$ cat src/fpdl_pkg.sv
// shared constants and control types of the fixed point dense layer
package fpdl_pkg;

  localparam int MAX_INPUTS_DEF  = 256;
  localparam int MAX_OUTPUTS_DEF = 16;

  localparam int DATA_W       = 16;
  localparam int WADDR_W      = 12;
  localparam int WEIGHT_DEPTH = 4096;
  localparam int BIAS_AW      = 4;
  localparam int BIAS_DEPTH   = 16;
  localparam int ACC_W        = 40;
  localparam int PROD_W       = 32;
  localparam int LOGIT_W      = 17;
  localparam int OUT_IDX_W    = 4;
  localparam int FRAC_W       = 4;

  localparam int S_TDATA_W = 32;
  localparam int S_TUSER_W = 2;
  localparam int M_TDATA_W = 24;
  localparam int CFG_IDX_W = 8;
  localparam int CFG_DAT_W = 16;

  // item kinds carried in tuser
  localparam logic [S_TUSER_W-1:0] MODE_WEIGHT = 2'd0;
  localparam logic [S_TUSER_W-1:0] MODE_BIAS   = 2'd1;
  localparam logic [S_TUSER_W-1:0] MODE_ACT    = 2'd2;

  // register indexes
  localparam logic [CFG_IDX_W-1:0] CFG_INPUT_COUNT   = 8'd0;
  localparam logic [CFG_IDX_W-1:0] CFG_OUTPUT_COUNT  = 8'd1;
  localparam logic [CFG_IDX_W-1:0] CFG_OUTPUT_MODE   = 8'd2;
  localparam logic [CFG_IDX_W-1:0] CFG_FRACTION_BITS = 8'd3;

  localparam logic [8:0] INPUT_COUNT_RST   = 9'd250;
  localparam logic [4:0] OUTPUT_COUNT_RST  = 5'd16;
  localparam logic       OUTPUT_MODE_RST   = 1'b0;
  localparam logic [3:0] FRACTION_BITS_RST = 4'd12;

  typedef struct packed {
    logic               wgt_we;
    logic               bias_we;
    logic               act_load;
    logic               mac_issue;
    logic               acc_rd;
    logic               arg_upd;
    logic               arg_first;
    logic               emit_relu;
    logic               emit_arg;
    logic               out_last;
    logic               acc_clr;
    logic [FRAC_W-1:0]  frac_bits;
    logic [WADDR_W-1:0] wgt_raddr;
  } fpdl_cmd_t;

  typedef struct packed {
    logic pipe_busy;
    logic out_free;
  } fpdl_sts_t;

endpackage

$ cat src/fpdl_ctrl.sv
// controller: configuration registers, activation counter and sequencing fsm
module fpdl_ctrl #(
  parameter int MAX_INPUTS  = fpdl_pkg::MAX_INPUTS_DEF,
  parameter int MAX_OUTPUTS = fpdl_pkg::MAX_OUTPUTS_DEF,
  parameter int OIW         = $clog2(MAX_OUTPUTS)
) (
  input  logic                       clk_i,
  input  logic                       rst_ni,
  input  logic                       s_axis_tvalid,
  output logic                       s_axis_tready,
  input  logic [fpdl_pkg::S_TUSER_W-1:0] s_axis_tuser,
  input  logic                       cfg_valid_i,
  output logic                       cfg_ready_o,
  input  logic [fpdl_pkg::CFG_IDX_W-1:0] cfg_index_i,
  input  logic [fpdl_pkg::CFG_DAT_W-1:0] cfg_data_i,
  input  fpdl_pkg::fpdl_sts_t        sts_i,
  output fpdl_pkg::fpdl_cmd_t        cmd_o,
  output logic [OIW-1:0]             acc_idx_o
);
  import fpdl_pkg::*;

  localparam int CNTW = $clog2(MAX_INPUTS + 1);
  localparam int OW   = $clog2(MAX_OUTPUTS + 1);
  localparam int PW   = CNTW + OW;

  localparam logic [2:0] ST_IDLE   = 3'd0;
  localparam logic [2:0] ST_MAC    = 3'd1;
  localparam logic [2:0] ST_DRAIN  = 3'd2;
  localparam logic [2:0] ST_EM_RD  = 3'd3;
  localparam logic [2:0] ST_EM_WR  = 3'd4;
  localparam logic [2:0] ST_EM_ARG = 3'd5;

  logic [8:0]         in_cnt_q;
  logic [4:0]         out_cnt_q;
  logic               out_mode_q;
  logic [3:0]         frac_q;
  logic [2:0]         state_q, state_d;
  logic [OIW-1:0]     o_q, o_d;
  logic [CNTW-1:0]    cnt_q, cnt_d;
  logic [WADDR_W-1:0] base_q, base_d;
  logic [CNTW-1:0]    n_in;
  logic [OW-1:0]      n_out;
  logic [PW-1:0]      base_full;
  logic               o_last;
  logic               vec_done;
  logic               accept;

  assign cfg_ready_o = 1'b1;

  always_ff @(posedge clk_i or negedge rst_ni) begin
    if (!rst_ni) begin
      in_cnt_q   <= INPUT_COUNT_RST;
      out_cnt_q  <= OUTPUT_COUNT_RST;
      out_mode_q <= OUTPUT_MODE_RST;
      frac_q     <= FRACTION_BITS_RST;
    end else if (cfg_valid_i) begin
      case (cfg_index_i)
        CFG_INPUT_COUNT:   in_cnt_q   <= cfg_data_i[8:0];
        CFG_OUTPUT_COUNT:  out_cnt_q  <= cfg_data_i[4:0];
        CFG_OUTPUT_MODE:   out_mode_q <= cfg_data_i[0];
        CFG_FRACTION_BITS: frac_q     <= cfg_data_i[3:0];
        default: ;
      endcase
    end
  end

  // zero counts as one, large values saturate
  assign n_in  = (in_cnt_q == '0) ? CNTW'(1) :
                 (32'(in_cnt_q) > MAX_INPUTS) ? CNTW'(MAX_INPUTS) : CNTW'(in_cnt_q);
  assign n_out = (out_cnt_q == '0) ? OW'(1) :
                 (32'(out_cnt_q) > MAX_OUTPUTS) ? OW'(MAX_OUTPUTS) : OW'(out_cnt_q);

  assign base_full = PW'(cnt_q) * PW'(n_out);
  assign o_last    = (OW'(o_q) + OW'(1)) == n_out;
  assign vec_done  = !((CNTW+1)'(cnt_q) + (CNTW+1)'(1) < (CNTW+1)'(n_in));

  assign s_axis_tready = (state_q == ST_IDLE);
  assign accept        = s_axis_tvalid && s_axis_tready;
  assign acc_idx_o     = o_q;

  always_comb begin
    state_d = state_q;
    o_d     = o_q;
    cnt_d   = cnt_q;
    base_d  = base_q;
    cmd_o   = '0;
    cmd_o.frac_bits = frac_q;
    cmd_o.wgt_raddr = base_q + WADDR_W'(o_q);
    case (state_q)
      ST_IDLE: begin
        if (accept) begin
          case (s_axis_tuser)
            MODE_WEIGHT: cmd_o.wgt_we = 1'b1;
            MODE_BIAS:   cmd_o.bias_we = 1'b1;
            MODE_ACT: begin
              cmd_o.act_load = 1'b1;
              base_d  = WADDR_W'(base_full);
              o_d     = '0;
              state_d = ST_MAC;
            end
            default: ;
          endcase
        end
      end
      ST_MAC: begin
        cmd_o.mac_issue = 1'b1;
        if (o_last) begin
          state_d = ST_DRAIN;
        end else begin
          o_d = o_q + OIW'(1);
        end
      end
      ST_DRAIN: begin
        if (!sts_i.pipe_busy) begin
          o_d = '0;
          if (vec_done) begin
            cnt_d   = '0;
            state_d = ST_EM_RD;
          end else begin
            cnt_d   = cnt_q + CNTW'(1);
            state_d = ST_IDLE;
          end
        end
      end
      ST_EM_RD: begin
        cmd_o.acc_rd = 1'b1;
        state_d      = ST_EM_WR;
      end
      ST_EM_WR: begin
        if (out_mode_q) begin
          cmd_o.arg_upd   = 1'b1;
          cmd_o.arg_first = (o_q == '0);
          if (o_last) begin
            state_d = ST_EM_ARG;
          end else begin
            o_d     = o_q + OIW'(1);
            state_d = ST_EM_RD;
          end
        end else if (sts_i.out_free) begin
          cmd_o.emit_relu = 1'b1;
          cmd_o.out_last  = o_last;
          if (o_last) begin
            cmd_o.acc_clr = 1'b1;
            state_d       = ST_IDLE;
          end else begin
            o_d     = o_q + OIW'(1);
            state_d = ST_EM_RD;
          end
        end
      end
      ST_EM_ARG: begin
        if (sts_i.out_free) begin
          cmd_o.emit_arg = 1'b1;
          cmd_o.out_last = 1'b1;
          cmd_o.acc_clr  = 1'b1;
          state_d        = ST_IDLE;
        end
      end
      default: state_d = ST_IDLE;
    endcase
  end

  always_ff @(posedge clk_i or negedge rst_ni) begin
    if (!rst_ni) begin
      state_q <= ST_IDLE;
      o_q     <= '0;
      cnt_q   <= '0;
      base_q  <= '0;
    end else begin
      state_q <= state_d;
      o_q     <= o_d;
      cnt_q   <= cnt_d;
      base_q  <= base_d;
    end
  end

endmodule

$ cat config.mk
export PLATFORM = sky130hd
export DESIGN_NAME = fpdl_ctrl
export DESIGN_NICKNAME = d
export VERILOG_FILES = /design/src/fpdl_pkg.sv /design/src/fpdl_ctrl.sv
export SDC_FILE = /design/constraint.sdc
export NUM_CORES = 1
export LEC_CHECK = 0
export BUFFER_PORTS_ARGS = -buffer_cell sky130_fd_sc_hd__buf_4
export CAP_MARGIN = 0
export CORE_UTILIZATION = 53
export DETAILED_ROUTE_END_ITERATION = 12
export GPL_TIMING_DRIVEN = 0
export PLACE_DENSITY = 0.87
export SETUP_SLACK_MARGIN = 0.3
export SYNTH_ARGS = -nofsm -noshare
export SYNTH_HDL_FRONTEND = slang
export SYNTH_SLANG_ARGS = --single-unit
export TNS_END_PERCENT = 10
$ cat constraint.sdc
create_clock -name clk_i -period 4.4 [get_ports clk_i]
set_clock_uncertainty 0.2 [all_clocks]
set_input_delay 0.88 -clock clk_i [delete_from_list [all_inputs] [get_ports clk_i]]
set_output_delay 0.88 -clock clk_i [all_outputs]
set_load 0.01 [all_outputs]
==> impl_metrics.csv, run 1 <==
group,metric,value,unit
run_status,status,"finished, final reports clean",
power,power_per_cell_area,351,nW/um^2
timing,fin_setup_tns,0,ns
timing,finalSetupViolCount,0,
critical_path,rr_endpoint,"base_q[10]",
layout,synthToLayoutAreaGrowth,21.2,%
hold_path,holdPathStages,2,
placed_design,gp_congestion,0.811,
critical_path,crit_required,4.43,ns
global_route,grt_overflow,0,
timing,drv_slew,0,
layout,layout.nets,623,
timing,final_hold_viol_count,0,
layout,antenna_cells,0,
detailed_routing,wl,9310,um
yosys,ys_types,65,
placed_design,place_hpwl,6880,um
cts,path_clk_slew,0.09,ns
critical_path,cp_slowest_cell,"dfstp_2",
detailed_routing,post_drt_wl_per_cell,14.5,um
yosys,ys_warn_count,0,
critical_path,rrSetupSlack,0.42,ns
placed_design,placedCellCount,619,
critical_path,cp_common_cell,"fa_1",
critical_path,reg2reg_from,"out_cnt_q[4]",
cts,clk_path_buf_depth,2,
yosys,netlist_instances,461,
floorplan,boundaryPins,65,
floorplan,die_h,91.0,um
yosys,ys_ff_latch,47,
power,finalPower,1790,uW
global_route,grt_pass1_vias,3482,
critical_path,startpoint_type,"flip-flop",
floorplan,dieArea,8280,sq um
detailed_routing,num_vias,3558,
cts,hold_buffers,0,
cts,cts_buffers,5,
timing,relSlewSlack,38.9,%
yosys,netlist_area,4200,sq um
yosys,ys.flop_type,"dfrtp_1",
detailed_routing,drt_iter0_drc,170,
yosys,ys_seq_area_share,28.3,%
timing,grt_setup_unrepaired,"yes",
critical_path,cp-end-kind,"flip-flop",
detailed_routing,post-route-drc-count,0,
placed_design,port_buffers,56,
cts,cts_tree,"yes",
global_route,grt_pass1_wl,15200,um
critical_path,cpPeakStageDelay,0.61,ns
layout,finalInstanceArea,5090,sq um
layout,finalNonFillerCells,641,
critical_path,path_depth,13,
critical_path,arrival,4.01,ns
critical_path,crit_chain,"nor2b_1 > buf_4 > and2_1 > fa_1 > fa_1 > inv_1 > fa_1 > inv_1 > ha_2 > or3_4 > a311oi_2 > nor3_1 > o31ai_1",
cts,cts.htree.levels,2,
global_route,antenna_found_initial,0,
floorplan,coreArea,7690,sq um
floorplan,std_cell_rows,32,
cts,cts_root_buf,"clkbuf_8",
floorplan,initial_core_util,54.6,%
timing,period_minus_slack,3.98,ns
timing,setup_ws,0.418,ns
timing,min_period_over_period,90.5,%
global_route,grt_max_degree,48,
cts,cts.sinks,47,
placed_design,place_area,4750,sq um
floorplan,chipWidth,91.0,um
detailed_routing,ant_nets,0,
layout,drive_gt1_share,27.6,%
flow_run,maxCapViolCount,0,
yosys,avgSynthCellArea,9.11,sq um
yosys,async_flop_share,100,%
timing,fmax,0.251,GHz
critical_path,endpoint,"base_q[10]",
critical_path,critPathBufInv,3,
placed_design,dpl_worst_slack,-0.0612,ns
detailed_routing,via_per_inst,5.55,
critical_path,crit_start,"out_cnt_q[4]",
hold_path,hp-class,"flip-flop to flip-flop",
critical_path,rr_worst_depth,13,
critical_path,path_class,"flip-flop to flip-flop",
critical_path,path_max_fanout,8,
timing,tightest_slew,0.910,ns
cts,clk_latency,0.32,ns
global_route,track_usage,22.4,%
yosys,synth_edf_count,0,
detailed_routing,firstDrtPassIters,4,
power,peakVddDrop,177,uV
power,p_leak,0.00244,uW
yosys,syn-num-nets,546,
critical_path,cp_top_family,"adder cells",
power breakdown:
group | leakage (uW) | total (uW) | internal, uW | switching, uW
registers | 0.000591 | 589 | 509 | 79.8
clock network | 0.0000612 | 342 | 184 | 158
logic | 0.00178 | 857 | 401 | 456
total | 0.00244 | 1790 | 1090 | 694
per-layer routing:
layer	global-route usage [%]	share of wire, %	vias to the layer above
met5	0	0	-
met4	6.35	2.0	0
met3	3.43	3.6	15
met2	40.4	52	94
met1	27.7	42	1730
li1	-	-	1719
how the worst min path moves through the flow:
| stage | start | to |
|---|---|---|
| floorplan | base_q[2] | base_q[2] |
| detailed placement | base_q[2] | base_q[2] |
| finish | base_q[3] | base_q[3] |
| CTS | base_q[2] | base_q[2] |
| global route | base_q[3] | base_q[3] |
| global placement | base_q[3] | base_q[3] |
what timing repair did:
item	CTS	global route
buffers inserted	2	11
setup endpoints to repair	4	4
gates cloned	0	1
gates resized for setup	6	34
pin swaps	1	18
worst register-to-register path, cell delays in order, from the launching register on:
cell,delay [ns]
dfstp_2,0.61
nor2b_1,0.07
buf_4,0.16
and2_1,0.18
fa_1,0.46
fa_1,0.52
inv_1,0.06
fa_1,0.52
inv_1,0.04
ha_2,0.19
or3_4,0.37
a311oi_2,0.23
nor3_1,0.10
o31ai_1,0.19
kinds of logic (layout without fill, tap and decap cells):
family,Yosys count,in the layout,share of synthesized area [%]
simple gates,173,173,21.4
compound gates,80,80,12.8
buf+inv,56,134,5.81
fa+ha+maj,53,53,19.5
flops,47,47,28.3
xor+xnor,33,33,7.24
mux,18,18,4.83
other cells,1,1,0.0893
state kept, by name, summed over array words and instances (netlist names):
signal,flops
acc_idx_o,4
cnt_q,9
base_q,12
out_mode_q,1
in_cnt_q,9
state_q,3
out_cnt_q,5
frac_q,4
per-stage QoR:
step                util (%)  hold WS [ns]
floorplan                  -         0.250
global placement        61.8         0.265
detailed placement      61.8         0.272
CTS                     63.7         0.294
global route            66.2         0.330
finish                  66.2         0.291
placed cells by master (no fill, tap or decap), types with 18 or more instances in the layout:
master,netlist,final
and2_1,25,24
buf_4,2,72
dfrtp_1,38,38
fa_1,21,20
ha_1,32,28
inv_1,35,33
mux2_2,18,18
nand2_1,59,56
nand3_1,18,18
nor2_1,19,19
o21ai_0,35,29
xnor2_1,20,20
Yosys cell counts, drive strengths merged (3+ instances only):
cell     n  area share (%)
nor2    19             1.7
mux2    18             4.8
dfrtp   38              23
xor2    11             2.3
dfstp    9             5.6
buf     10             1.7
a21o     6             1.1
xnor2   22             4.9
ha      32             9.5
nor3     7            0.83
inv     35             3.1
and2    29             4.4
o31ai    3            0.54
o21ai   37             4.5
a22o     3            0.63
clkbuf  10            0.89
nor4     4            0.74
nand2b   9             1.3
and3     3            0.45
a21oi   11             1.6
or3      6             1.0
nand3   18             2.1
nand2   59             5.3
nor2b    8             1.2
fa      21              10
area by class of cell:
class                      count  area, sq um
multi-input combinational    358         2860
fill                         601         2600
sequential                    47         1190
timing repair buffer          70          529
inverter                      36          135
buffer                        20          131
tap                          102          128
clock buffer                   6         82.6
clock inverter                 2         35.0
Note: power is estimated with default switching activity, not from simulation.
==> run 2, diff against run 1 <==
--- a/constraint.sdc
+++ b/constraint.sdc
@@ -4,2 +4,2 @@
 set_output_delay 0.88 -clock clk_i [all_outputs]
-set_load 0.01 [all_outputs]
+set_load 0.1 [all_outputs]
==> run 2 against run 1 <==
Effect of this change:
- worst hold slack improved by 0.0090 ns
- largest cell class unchanged
- die area did not move
- sequential power rose by 1%
- setup slack got worse by 0.10 ns
==> impl_metrics.csv, run 2 (synthesis gave the netlist of run 1 again) <==
group,metric,value,unit
detailed_routing,num_vias,3620,
cts,hold_buffers,0,
layout,largest_reg_flops,12,
floorplan,boundaryPins,65,
critical_path,path_max_fanout,6,
layout,layout.nets,627,
layout,max_flop_register,"base_q",
run_status,status,"finished, final reports clean",
power,p_leak,0.00248,uW
placed_design,port_buffers,56,
critical_path,arrival,4.10,ns
timing,finalSetupViolCount,0,
global_route,grt_pass1_vias,3471,
timing,drv_slew,0,
global_route,antenna_found_initial,0,
placed_design,place_hpwl,7120,um
cts,cts.sinks,47,
cts,clk_path_buf_depth,2,
critical_path,cp_slowest_cell,"dfstp_2",
cts,cts_root_buf,"clkbuf_8",
floorplan,std_cell_rows,32,
layout,synthToLayoutAreaGrowth,24.8,%
global_route,track_usage,22.9,%
timing,setup_ws,0.313,ns
critical_path,crit_required,4.42,ns
timing,tightest_slew,0.930,ns
global_route,grt_pass1_wl,15400,um
critical_path,cp-end-kind,"flip-flop",
detailed_routing,via_per_inst,5.61,
layout,reg.largest.list,"base_q: 12 flops, cnt_q: 9 flops, in_cnt_q: 9 flops",
detailed_routing,post-route-drc-count,0,
floorplan,chipWidth,91.0,um
timing,grt_setup_unrepaired,"yes",
floorplan,dieArea,8280,sq um
floorplan,initial_core_util,54.6,%
cts,path_clk_slew,0.09,ns
hold_path,min-delay-start,"base_q[3]",
global_route,grt_max_degree,48,
cts,clk_latency,0.32,ns
critical_path,crit_chain,"nor2b_4 > clkdlybuf4s15_2 > and2_1 > ha_1 > ha_1 > fa_1 > inv_1 > fa_2 > nor2b_4 > o21ai_2 > nand2b_1 > a311oi_4 > o21a_1 > o31ai_1",
critical_path,reg2reg_from,"out_cnt_q[4]",
floorplan,coreArea,7690,sq um
timing,period_minus_slack,4.09,ns
timing,fin_setup_tns,0,ns
critical_path,cp_top_family,"adder cells",
cts,cts.htree.levels,2,
power,peakVddDrop,316,uV
placed_design,gp_congestion,0.851,
layout,drive_gt1_share,32.4,%
placed_design,dpl_worst_slack,-0.0464,ns
placed_design,placedCellCount,619,
critical_path,crit_start,"out_cnt_q[4]",
layout,mostFrequentLayoutCells,"buf_4 (73), nand2_1 (56), dfrtp_1 (36)",
layout,finalInstanceArea,5240,sq um
detailed_routing,post_drt_wl_per_cell,16.4,um
cts,cts_tree,"yes",
placed_design,place_area,4800,sq um
timing,fmax,0.245,GHz
layout,postLayoutCoreUtil,68.1,%
detailed_routing,ant_nets,0,
timing,final_hold_viol_count,0,
flow_run,maxCapViolCount,0,
detailed_routing,drt_iter0_drc,131,
timing,min_period_over_period,92.9,%
cts,cts_buffers,5,
layout,layout_commonest_cell,"buf_4",
floorplan,die_h,91.0,um
detailed_routing,firstDrtPassIters,5,
critical_path,path_class,"flip-flop to flip-flop",
detailed_routing,wl,10600,um
power,power_per_cell_area,442,nW/um^2
critical_path,critPathBufInv,2,
layout,finalNonFillerCells,645,
hold_path,hp-class,"flip-flop to flip-flop",
critical_path,cpPeakStageDelay,0.68,ns
critical_path,startpoint_type,"flip-flop",
layout,antenna_cells,0,
global_route,grt_overflow,0,
timing,relSlewSlack,37.5,%
## run 2: cell count changes in the layout (fill, tap and decap cells not counted), sizes merged
cell	previous run	this run
clkbuf	14	15
buf	81	82
clkdlybuf4s15	1	2
clkinv	2	3
inv	35	36
bufinv	1	0
## run 2: cell type report
class / count / area (sq um)
Timing Repair Buffer: 74 / 581
Clock buffer: 5 / 68.8
Buffer: 20 / 135
Clock inverter: 3 / 22.5
Tap cell: 102 / 128
Fill cell: 605 / 2450
Multi-Input combinational cell: 358 / 2980
Inverter: 36 / 135
Sequential cell: 47 / 1190
## run 2: repair_timing
action,in CTS,in global routing
resized for setup,11,48
pin swaps,4,28
buffers inserted,3,12
setup endpoints to repair,5,6
cloned,0,3
## run 2: where the power goes
group	internal [uW]	total, uW	switching, uW
clock	114	276	162
sequential	510	595	84.6
combinational	429	1450	1020
## run 2: final timing paths
| path | endpoint | slack [ns] | cells after the start |
|---|---|---|---|
| max reg2reg | base_q[10] | 0.31 | 14 |
| min in group asynchronous | cnt_q[7] | 0.36 | 1 |
| max | base_q[10] | 0.31 | 14 |
| min reg2reg | base_q[3] | 0.30 | 2 |
| min | base_q[3] | 0.30 | 2 |
| max in group asynchronous | acc_idx_o[0] | 3.21 | 1 |
## run 2: worst reg2reg max path, stage by stage, from the launching register on
cell	delay, ns
dfstp_2	0.68
nor2b_4	0.08
clkdlybuf4s15_2	0.26
and2_1	0.17
ha_1	0.28
ha_1	0.30
fa_1	0.53
inv_1	0.07
fa_2	0.43
nor2b_4	0.15
o21ai_2	0.07
nand2b_1	0.21
a311oi_4	0.14
o21a_1	0.21
o31ai_1	0.21
## run 2: through the flow
| step | hold slack [ns] | power, uW |
|---|---|---|
| floorplan | 0.250 | 1700 |
| global placement | 0.265 | 1940 |
| detailed placement | 0.283 | 1980 |
| CTS | 0.305 | 2260 |
| global route | 0.338 | 2430 |
| finish | 0.300 | 2320 |
## run 2: metal layers
layer  vias to the layer above  GRT usage [%]  routed length, um
met2                       113           43.2               5700
met3                        36           3.69                421
li1                       1728              -                  -
met1                      1743           26.9               4130
met4                         0           5.69                324
met5                         -              0                  0
==> run 3, diff against run 2 <==
- ABC_AREA: not set -> 1
- CORE_UTILIZATION: 53 -> 52
- PLACE_DENSITY: 0.87 -> 0.86
==> run 3 against run 2 <==
Effect of this change:
- non-clock buffer count fell by 25
- clock power down 2%
- core utilization decreased by 3.9 points
- setup slack improved by 0.014 ns
- largest cell class unchanged
==> impl_metrics.csv, run 3 <==
group,metric,value,unit
run_status,status,"finished, final reports clean",
critical_path,cpPeakStageDelay,0.55,ns
cts,hold_buffers,0,
floorplan,coreArea,7730,sq um
floorplan,chipWidth,91.3,um
yosys,synth_edf_count,0,
timing,tightest_slew,0.585,ns
power,p_leak,0.00252,uW
placed_design,place_hpwl,7460,um
layout,layout.nets,707,
detailed_routing,drt_iter0_drc,185,
critical_path,path_max_fanout,6,
floorplan,boundaryPins,65,
global_route,antenna_found_initial,0,
placed_design,gp_congestion,0.866,
yosys,async_flop_share,100,%
timing,finalSetupViolCount,0,
layout,antenna_cells,0,
yosys,netlist_instances,553,
detailed_routing,num_vias,3808,
critical_path,path_class,"flip-flop to flip-flop",
cts,cts.sinks,47,
floorplan,die_h,91.3,um
timing,grt_setup_unrepaired,"yes",
timing,drv_slew,0,
critical_path,crit_chain,"nor2_1 > nand2_2 > nand2_2 > nand2_4 > nor2_1 > fa_1 > fa_1 > inv_1 > fa_1 > inv_1 > ha_4 > nand2_1 > o21ai_2 > a21oi_2 > o21bai_1 > nand2_1 > nand2_1 > o22ai_1",
layout,fillers,637,
detailed_routing,ant_nets,0,
global_route,grt_pass1_wl,16200,um
timing,setup_ws,0.326,ns
detailed_routing,firstDrtPassIters,5,
critical_path,crit_required,4.39,ns
timing,final_hold_viol_count,0,
global_route,track_usage,23.9,%
cts,path_clk_slew,0.10,ns
layout,layout_commonest_cell,"nand2_1",
placed_design,port_buffers,56,
layout,synthToLayoutAreaGrowth,19.6,%
detailed_routing,wl,9500,um
floorplan,std_cell_rows,32,
critical_path,cp-end-kind,"flip-flop",
global_route,grt_pass1_vias,3796,
floorplan,dieArea,8330,sq um
timing,fmax,0.245,GHz
layout,max_flop_register,"base_q",
detailed_routing,via_per_inst,5.25,
flow_run,maxCapViolCount,0,
yosys,syn-num-nets,638,
cts,cts_buffers,5,
yosys,yosys-top-cells-area,"dfrtp_1 (23%), nand2_1 (12%), fa_1 (10%)",
yosys,ys_seq_area_share,28.6,%
power,power_per_cell_area,558,nW/um^2
power,finalPower,2770,uW
yosys,ys_ff_latch,47,
global_route,grt_overflow,0,
yosys,ys_types,41,
layout,register_area,1190,sq um
layout,largest_reg_flops,12,
critical_path,cp_top_family,"adder cells",
cts,clk_path_buf_depth,2,
timing,period_minus_slack,4.07,ns
critical_path,cp_slowest_cell,"fa_1",
global_route,grt_max_degree,48,
placed_design,dpl_worst_slack,0.0749,ns
detailed_routing,post_drt_wl_per_cell,13.1,um
critical_path,arrival,4.06,ns
floorplan,initial_core_util,53.7,%
critical_path,startpoint_type,"flip-flop",
layout,reg.largest.list,"base_q: 12 flops, cnt_q: 9 flops, in_cnt_q: 9 flops",
yosys,avgSynthCellArea,7.50,sq um
cts,cts_tree,"yes",
yosys,synthTopCellsByCount,"nand2_1 (130), inv_1 (88), nor2_1 (72)",
layout,multi_input_area,2700,sq um
cts,clk_latency,0.31,ns
timing,relSlewSlack,61.0,%
yosys,netlist_area,4150,sq um
yosys,synth.top_cell.area_share,22.9,%
timing,min_period_over_period,92.6,%
power,peakVddDrop,264,uV
layout,drive_gt1_share,21.0,%
yosys,synth.largest_area_cell,"dfrtp_1",
yosys,ys_warn_count,0,
hold_path,hp-class,"flip-flop to flip-flop",
yosys,synth_most_common_cell,"nand2_1",
layout,mostFrequentLayoutCells,"nand2_1 (130), inv_1 (87), nor2_1 (68)",
cts,cts_root_buf,"clkbuf_8",
cts,cts.htree.levels,2,
yosys,ys.flop_type,"dfrtp_1",
detailed_routing,post-route-drc-count,0,
critical_path,critPathBufInv,2,
[run 3: cell types whose count changed in the layout (fill, tap and decap cells not counted), moves of 6 or more]
cell and delta:
and2_4 -6, nor2_2 +6, buf_4 -8, o22ai_1 +7
inv_1 +58, nor2_1 +50, nand2_1 +74, nand2b_1 -9
xnor2_1 -13, nand4_1 +8, and2_1 -19, mux2_2 -15
[run 3: layer usage]
metal	track usage (%)	up-vias	share of wire (%)
li1	-	1880	-
met5	0	-	0
met2	44.9	112	52
met3	3.10	17	3.9
met4	7.14	0	1.6
met1	28.2	1799	42
[run 3: cell families after synthesis]
kind of cell	Yosys count	synth area share, %
buffers and inverters	98	9.26
multiplexers	3	0.815
adder cells (fa/ha/maj)	53	19.8
XOR/XNOR	23	4.86
AO/OA/AOI/OAI	70	9.75
AND/OR/NAND/NOR	258	26.8
other	1	0.0904
flip-flops	47	28.6
[run 3: worst register-to-register path, delay by kind of cell, from the launching register on]
| kind | cells | cell delay, ns |
|---|---|---|
| compound gates | 4 | 0.54 |
| fa+ha+maj | 4 | 1.83 |
| buf+inv | 2 | 0.13 |
| flops | 1 | 0.42 |
| simple gates | 8 | 0.82 |
[run 3: repair_timing]
item | CTS | global route
cloned | 0 | 0
resized for setup | 7 | 17
setup endpoints to repair | 5 | 6
endpoints found under the hold margin | 0 | 0
pin swaps | 0 | 5
setup buffers | 4 | 2
[run 3: final cells by class]
| type | count | area share (%) |
|---|---|---|
| flip-flops and latches | 47 | 24.0 |
| clock buffers | 5 | 1.39 |
| well taps | 102 | 2.57 |
| plain buffers | 7 | 0.807 |
| clock inverters | 3 | 0.454 |
| multi-input cells | 408 | 54.5 |
| repair buffers | 62 | 9.38 |
| inverters | 91 | 6.94 |
[run 3: power by group]
group	internal, uW	total [uW]	switching [uW]
clock	114	270	156
combinational	491	1830	1340
sequential	542	663	121
[run 3: final timing paths]
check,startpoint,to,slack (ns),cells past startpoint
worst max-delay path,out_cnt_q[1],base_q[9],0.33,18
worst min-delay path,base_q[2],base_q[2],0.29,2
worst max register to register,out_cnt_q[1],base_q[9],0.33,18
worst min register to register,base_q[2],base_q[2],0.29,2
max in group asynchronous,rst_ni,acc_idx_o[0],3.21,1
min in group asynchronous,rst_ni,cnt_q[8],0.36,1
[run 3: through the flow]
| step | setup TNS [ns] | hold WS (ns) | instances | util [%] | cell area (sq um) |
|---|---|---|---|---|---|
| 4_1_cts | 0 | 0.288 | 723 | 62.9 | 4860 |
| 3_3_place_gp | 0 | 0.263 | 711 | 61.1 | 4720 |
| 6_report | 0 | 0.285 | 725 | 64.2 | 4960 |
| 5_1_grt | 0 | 0.330 | 725 | 64.2 | 4960 |
| 2_1_floorplan | -1.30 | 0.246 | 553 | - | 4170 |
| 3_5_place_dp | 0 | 0.266 | 711 | 61.1 | 4720 |
